===== config.mk =====
export PLATFORM = sky130hd
export DESIGN_NAME = bcd_date_time_setter_weekday_top
export DESIGN_NICKNAME = d
export VERILOG_FILES = /design/src/hw/rtl/bcdt_pkg.sv /design/src/hw/rtl/bcdt_calc.sv /design/src/hw/rtl/bcd_date_time_setter_weekday_top.sv
export SDC_FILE = /design/constraint.sdc
export NUM_CORES = 1
export LEC_CHECK = 0
export ABC_AREA = 1
export BUFFER_PORTS_ARGS = -buffer_cell sky130_fd_sc_hd__buf_2
export CELL_PAD_IN_SITES_DETAIL_PLACEMENT = 0
export CELL_PAD_IN_SITES_GLOBAL_PLACEMENT = 1
export CORE_MARGIN = 2
export CORE_UTILIZATION = 48
export CTS_BUF_LIST = sky130_fd_sc_hd__clkbuf_8
export CTS_CLUSTER_DIAMETER = 100
export DETAILED_ROUTE_END_ITERATION = 8
export GPL_TIMING_DRIVEN = 0
export PLACE_DENSITY_LB_ADDON = 0.12
export SYNTH_ARGS = -nofsm -noshare
export SYNTH_HDL_FRONTEND = slang
export SYNTH_SLANG_ARGS = --single-unit

===== constraint.sdc =====
create_clock -name clk -period 9.9 [get_ports clk]
set_input_delay 0.495 -clock clk [delete_from_list [all_inputs] [get_ports clk]]
set_output_delay 0.495 -clock clk [all_outputs]
set_load 0.03 [all_outputs]

===== src/hw/rtl/bcdt_pkg.sv =====
package bcdt_pkg;

  // action selected by the side-band of an input item
  typedef enum logic [2:0] {
    MODE_SECOND  = 3'd0,
    MODE_MINUTE  = 3'd1,
    MODE_HOUR    = 3'd2,
    MODE_DAY     = 3'd3,
    MODE_MONTH   = 3'd4,
    MODE_YEAR    = 3'd5,
    MODE_WEEKDAY = 3'd6
  } mode_t;

  // packed-bcd calendar record, narrowed to the bits each field can use
  typedef struct packed {
    logic [7:0] year;
    logic [4:0] month;
    logic [5:0] day;
    logic [2:0] weekday;
    logic [5:0] hour;
    logic [6:0] minute;
    logic [6:0] second;
  } rec_t;

  localparam logic [7:0] SEC_LIMIT  = 8'd60;
  localparam logic [7:0] HOUR_LIMIT = 8'd24;
  localparam logic [7:0] YEAR_LIMIT = 8'd100;
  localparam logic [7:0] MONTH_MAX  = 8'd12;
  localparam logic [7:0] DOW_BASE   = 8'd6;
  localparam logic [7:0] DOW_MOD    = 8'd7;

  localparam rec_t REC_RESET = '{
    year: 8'h00, month: 5'h01, day: 6'h01, weekday: 3'd6,
    hour: 6'h00, minute: 7'h00, second: 7'h00
  };

  // binary 0..99 to packed bcd, tens by reciprocal multiply (v*205 >> 11)
  function automatic logic [7:0] to_bcd(input logic [6:0] v);
    logic [14:0] prod;
    logic [3:0]  tens;
    logic [6:0]  units;
    prod  = 15'(v) * 15'd205;
    tens  = prod[14:11];
    units = v - 7'(tens) * 7'd10;
    return {tens, units[3:0]};
  endfunction

  function automatic logic [6:0] from_bcd(input logic [7:0] b);
    return 7'(b[7:4]) * 7'd10 + 7'(b[3:0]);
  endfunction

  function automatic logic [4:0] month_len(input logic [3:0] mi);
    logic [4:0] len;
    case (mi)
      4'd1:                    len = 5'd28;
      4'd3, 4'd5, 4'd8, 4'd10: len = 5'd30;
      default:                 len = 5'd31;
    endcase
    return len;
  endfunction

  function automatic logic [2:0] month_off(input logic [3:0] mi);
    logic [2:0] off;
    case (mi)
      4'd0:  off = 3'd0;
      4'd1:  off = 3'd3;
      4'd2:  off = 3'd3;
      4'd3:  off = 3'd6;
      4'd4:  off = 3'd1;
      4'd5:  off = 3'd4;
      4'd6:  off = 3'd6;
      4'd7:  off = 3'd2;
      4'd8:  off = 3'd5;
      4'd9:  off = 3'd0;
      4'd10: off = 3'd3;
      4'd11: off = 3'd5;
      default: off = 3'd0;
    endcase
    return off;
  endfunction

endpackage


===== src/hw/rtl/bcdt_calc.sv =====
module bcdt_calc import bcdt_pkg::*; (
  input  rec_t       cur,
  input  mode_t      mode,
  input  logic [7:0] value,
  output rec_t       nxt
);

  logic [6:0] sec_bin, hour_bin, year_bin;
  logic [3:0] month_bin;
  logic [6:0] m_cur, y_cur, d_cur;
  logic [3:0] mi;
  logic       leap_cur, leap_new;
  logic [4:0] last_cur, last_new;
  logic [4:0] day_set, day_recheck;
  logic [7:0] dow_sum;
  logic [14:0] dow_prod;
  logic [7:0] dow_rem;
  logic [2:0] dow;

  assign sec_bin  = (value >= SEC_LIMIT)  ? 7'd0 : value[6:0];
  assign hour_bin = (value >= HOUR_LIMIT) ? 7'd0 : value[6:0];
  assign year_bin = (value >= YEAR_LIMIT) ? 7'd0 : value[6:0];

  always_comb begin
    if (value == 8'd0) begin
      month_bin = 4'(MONTH_MAX);
    end else if (value > MONTH_MAX) begin
      month_bin = 4'd1;
    end else begin
      month_bin = value[3:0];
    end
  end

  assign m_cur = from_bcd({3'b000, cur.month});
  assign y_cur = from_bcd(cur.year);
  assign d_cur = from_bcd({2'b00, cur.day});

  // month index 0..11, anything out of range reads as january
  assign mi = (m_cur < 7'd1 || m_cur > 7'd12) ? 4'd0 : 4'(m_cur - 7'd1);

  assign leap_cur = (y_cur[1:0] == 2'b00);
  assign leap_new = (year_bin[1:0] == 2'b00);
  assign last_cur = month_len(mi) + 5'((mi == 4'd1) && leap_cur);
  assign last_new = month_len(mi) + 5'((mi == 4'd1) && leap_new);

  always_comb begin
    if (value == 8'd0) begin
      day_set = last_cur;
    end else if (value > {3'b000, last_cur}) begin
      day_set = 5'd1;
    end else begin
      day_set = value[4:0];
    end
  end

  always_comb begin
    if (d_cur == 7'd0) begin
      day_recheck = last_new;
    end else if (d_cur > {2'b00, last_new}) begin
      day_recheck = 5'd1;
    end else begin
      day_recheck = d_cur[4:0];
    end
  end

  // weekday: sum then mod 7 via q = sum*73 >> 9 and one correction
  assign dow_sum = DOW_BASE + 8'(y_cur) + 8'(y_cur[6:2]) + 8'(month_off(mi)) + 8'(d_cur)
                 - 8'(leap_cur && (mi < 4'd2));
  assign dow_prod = 15'(dow_sum) * 15'd73;
  assign dow_rem  = dow_sum - 8'(dow_prod[14:9]) * DOW_MOD;
  assign dow      = (dow_rem >= DOW_MOD) ? 3'(dow_rem - DOW_MOD) : dow_rem[2:0];

  always_comb begin
    nxt = cur;
    unique case (mode)
      MODE_SECOND:  nxt.second  = 7'(to_bcd(sec_bin));
      MODE_MINUTE:  nxt.minute  = 7'(to_bcd(sec_bin));
      MODE_HOUR:    nxt.hour    = 6'(to_bcd(hour_bin));
      MODE_DAY:     nxt.day     = 6'(to_bcd({2'b00, day_set}));
      MODE_MONTH:   nxt.month   = 5'(to_bcd({3'b000, month_bin}));
      MODE_YEAR: begin
        nxt.year = to_bcd(year_bin);
        nxt.day  = 6'(to_bcd({2'b00, day_recheck}));
      end
      MODE_WEEKDAY: nxt.weekday = dow;
      default:      nxt = cur;
    endcase
  end

endmodule


===== src/hw/rtl/bcd_date_time_setter_weekday_top.sv =====
// packed-bcd date/time record (years 2000..2099) with field setters and weekday
//
// input stream: each item sets one field from a binary value (s_tdata) under
// the action in s_tuser, or asks for the weekday; out-of-range values wrap
// output stream: one item per input item, carrying the whole record after the
// update, in the order the inputs were taken
// path: from input handshake the item is taken into the input register, and is then
// loaded into the record register, which also serves as the result register and
// drives m_tvalid
// throughput: one item per cycle while m_tready is high; the record update is a single shallow pass
// of logic from the input register, so each item sees the previous one's result
// stall: while m_tready is low the pending result holds, one more input item
// may sit in the input register, and s_tready drops once both are full
// reset (rst, synchronous): both stages empty, record set to 00:00:00,
// day 01, month 01, year 00, weekday 6 (saturday)
module bcd_date_time_setter_weekday_top import bcdt_pkg::*; (
  input  logic        clk,
  input  logic        rst,
  input  logic        s_tvalid,
  output logic        s_tready,
  input  logic [7:0]  s_tdata,   // [7:0] value
  input  logic [2:0]  s_tuser,   // [2:0] mode
  output logic        m_tvalid,
  input  logic        m_tready,
  output logic [47:0] m_tdata    // [6:0] second, [13:7] minute, [19:14] hour,
                                 // [22:20] weekday, [28:23] day, [33:29] month,
                                 // [41:34] year, [47:42] zero
);

  // input register
  logic       in_valid;
  mode_t      in_mode;
  logic [7:0] in_value;

  // record register, shown on the output while out_valid
  rec_t rec;
  rec_t rec_next;
  logic out_valid;

  // an item moves into the record when the result slot is free or being taken
  logic advance;

  assign advance  = in_valid && (!out_valid || m_tready);
  assign s_tready = !in_valid || advance;

  bcdt_calc u_calc (
    .cur   (rec),
    .mode  (in_mode),
    .value (in_value),
    .nxt   (rec_next)
  );

  always_ff @(posedge clk) begin
    if (rst) begin
      in_valid <= 1'b0;
    end else if (s_tready) begin
      in_valid <= s_tvalid;
    end
  end

  // payload only, no reset needed
  always_ff @(posedge clk) begin
    if (s_tvalid && s_tready) begin
      in_mode  <= mode_t'(s_tuser);
      in_value <= s_tdata;
    end
  end

  always_ff @(posedge clk) begin
    if (rst) begin
      rec       <= REC_RESET;
      out_valid <= 1'b0;
    end else if (advance) begin
      rec       <= rec_next;
      out_valid <= 1'b1;
    end else if (m_tready) begin
      out_valid <= 1'b0;
    end
  end

  assign m_tvalid = out_valid;
  assign m_tdata  = {6'b000000, rec.year, rec.month, rec.day, rec.weekday,
                     rec.hour, rec.minute, rec.second};

`ifndef SYNTHESIS
  // record never changes while a result waits to be taken
  a_hold_rec: assert property (@(posedge clk) disable iff (rst)
    out_valid && !m_tready |=> $stable(rec))
    else $error("record changed during output stall");

  // an accepted item always lands in the input register
  a_in_capture: assert property (@(posedge clk) disable iff (rst)
    s_tvalid && s_tready |=> in_valid)
    else $error("accepted item lost");

  // month and day stay nonzero and within 12h and 31h, weekday in range
  a_rec_legal: assert property (@(posedge clk) disable iff (rst)
    rec.month != 5'h00 && rec.month <= 5'h12 && rec.day != 6'h00 && rec.day <= 6'h31
    && rec.weekday != 3'd7)
    else $error("record holds an illegal value");

  // record only changes when an item advances
  a_rec_update: assert property (@(posedge clk) disable iff (rst)
    !advance |=> $stable(rec))
    else $error("record changed without an item");
`endif

endmodule

==> summary.txt <==
Worst setup path
  – Slowest library cell on the worst path: fa_1
  – Crit end category: register
  – Critical path class: register to register
  – Crit Path Max Fanout: 5
  – Startpoint types: register
  – CP max stage delay: 0.51 ns
  – Most used cell, CP: inv_1
  – Worst path required time: 10.14 ns
  – Top Family by Delay on Critical Path: adder cells
  – CP bufs+invs: 12
  – CP arrival: 9.54 ns

Timing
  – Final Setup Violations: 0
  – Period utilization: 0.940
  – Setup_tns: 0 ns
  – Final hold vios: 0
  – Worst Tran Pin Value: 1.12 ns
  – Post-route setup slack: 0.595 ns
  – Worst rel slew slack: 0.247
  – Tmin final: 9.30 ns
  – Final max-slew violation count: 0
  – F_max: 107 MHz
  – Clock Skews: 0.0186 ns

Floorplanning
  – Placement Rows: 50
  – IO Pins: 65
  – Die Ht: 143 um
  – Initial Util: 0.494
  – Die Area: 20500 sq um
  – Core area: 18800 sq um
  – Chip Width: 143 um

Clock network
  – Worst-Skew Late Latency: 0.34 ns
  – TritonCTS Buffers: 5
  – Longest Clk Path Bufs: 2
  – Clock Tree Root: clkbuf_8
  – CTS tree: built
  – Post-CTS Hold Fix Bufs: 0
  – H-Tree Depth: 2
  – Clock sink count: 55
  – Clock slew at reported path FFs: 0.12 ns

Routing
  – Via count: 7391
  – # DRC: 0
  – Total Wirelength: 19700 um
  – Initial DRT Pass Iterations: 5
  – Routed length per placed instance: 13.0 um
  – Vias per cell: 4.87
  – Antenna-violating nets left: 0
  – Initial DRC Count: 330

GRT
  – Initial antenna violation count: 0
  – Overflow after GRT: 0
  – First-pass GRT wire length: 33300 um
  – Vias in the first global route: 7096
  – Largest net degree at the start of global routing: 18
  – Total track usage: 0.202

Outcome
  – Status: completed

Synth
  – Seq/Total Area, Yosys: 0.130
  – Cells after synthesis: 1170
  – Synth warn: 0
  – Synth Cell Area: 9300 sq um
  – Flops & latches, synth: 55
  – Mapped Avg Cell Area: 7.94 sq um
  – Synth unique cells: 51

Placed design
  – Count of input and output buffers: 57
  – Final RePlAce weighted congestion: 0.847
  – Dpl ws: -0.0709 ns
  – Final HPWL from detailed placement: 17200 um

Job
  – Max_cap viols: 0

Final layout
  – Share of layout cells above drive strength 1: 0.116
  – Final core utilization: 0.542
  – # diodes: 0
  – Layout Area Growth over Synthesis: 9.75%
  – Nets: 1569

Hold path
  – Hold Path Class: input pin to register
-- flip-flops by register name, indices dropped and copies added, names as in the netlist --
name,cells
in_mode,3
in_valid,1
in_value,8
m_tdata,42
m_tvalid,1
-- path summary, 6_finish.rpt --
check / endpoint / from / cells after the start / slack (ns)
setup / recovery: m_tdata[20] / m_tdata[30] / 52 / 0.60
hold / removal: in_value[2] / s_tdata[2] / 1 / 0.32
setup reg to reg: m_tdata[20] / m_tdata[30] / 52 / 0.60
hold reg to reg: m_tdata[22] / m_tdata[22] / 2 / 0.48
-- kinds of logic (layout without fill, tap and decap cells) --
kind of cell | Yosys count | count (layout) | synth area share
other cells | 2 | 17 | 0.000808
fa+ha+maj | 297 | 297 | 0.443
compound gates | 159 | 159 | 0.0972
mux | 1 | 1 | 0.00108
flops | 55 | 55 | 0.130
simple gates | 342 | 342 | 0.170
buf+inv | 263 | 336 | 0.109
xor+xnor | 51 | 51 | 0.0497
-- final cells by class --
type                       count  area, sq um
sequential                    55         1210
buffer                        14         75.1
fill                        1843         8630
timing repair buffer          65          345
inverter                     249          935
clock inverter                 3         21.3
tap                          260          325
clock buffer                   5         68.8
multi-input combinational    867         7220
-- timing repair --
| action | in CTS | in global routing |
|---|---|---|
| endpoints found under the setup margin | 2 | 3 |
| gates resized for setup | 2 | 18 |
| setup buffers | 0 | 8 |
| pin swaps | 0 | 6 |
-- layout by cell type (no fill, tap or decap), types with 7 or more instances in the layout --
| cell type | instances |
|---|---|
| ha_1 | 242 |
| inv_1 | 236 |
| nand2_1 | 135 |
| nor2_1 | 93 |
| a21oi_1 | 67 |
| buf_2 | 57 |
| fa_1 | 52 |
| nand3_1 | 48 |
| o21ai_0 | 42 |
| dfxtp_1 | 42 |
| xor2_1 | 31 |
| conb_1 | 17 |
| xnor2_1 | 15 |
| inv_2 | 14 |
| buf_4 | 14 |
| nand4_1 | 13 |
| nand2_2 | 11 |
| o21ai_1 | 11 |
| nand3_2 | 11 |
| edfxtp_1 | 11 |
| clkbuf_1 | 8 |
| nor3_1 | 7 |
| or2_2 | 7 |
| o211ai_1 | 7 |
| a21o_1 | 7 |
-- through the flow --
stage               hold slack (ns)  cell area [sq um]  instances
floorplan                     0.527               9350       1185
global placement              0.447               9960       1502
detailed placement            0.460               9960       1502
CTS                           0.304              10100       1510
global route                  0.306              10200       1518
finish                        0.320              10200       1518
-- metal layers --
layer,track usage,vias up,part of all wire
li1,-,3965,-
met1,0.271,3352,0.49
met2,0.354,63,0.48
met3,0.0184,11,0.021
met4,0.0412,0,0.0096
met5,0,-,0
-- synthesized netlist by cell type (all sizes together) --
cell type | instances | area [sq um]
xnor2 | 17 | 156
a221o | 1 | 10.0
or2 | 9 | 58.8
nand2 | 147 | 587
nor4 | 2 | 27.5
dfxtp | 44 | 881
o21ai | 54 | 274
a41oi | 2 | 17.5
o22a | 1 | 8.76
clkbuf | 8 | 30.0
nand3b | 3 | 22.5
nor3 | 7 | 35.0
o221ai | 1 | 8.76
a211oi | 2 | 15.0
xor2 | 34 | 305
o2111ai | 1 | 8.76
ha | 244 | 3050
o31ai | 1 | 7.51
o211ai | 8 | 65.1
nand4 | 14 | 93.8
a31oi | 5 | 31.3
buf | 6 | 45.0
a21oi | 68 | 344
and3 | 1 | 6.26
a22oi | 1 | 7.51
a2111oi | 1 | 8.76
o22ai | 1 | 6.26
a21o | 7 | 52.6
mux2i | 1 | 10.0
edfxtp | 11 | 330
inv | 249 | 935
fa | 53 | 1060
o21bai | 5 | 37.5
nand3 | 60 | 360
nor2 | 99 | 387
conb | 2 | 7.51
Power is not shown: default switching activity piles up to over one toggle a cycle in this logic, so the estimate is an artifact.
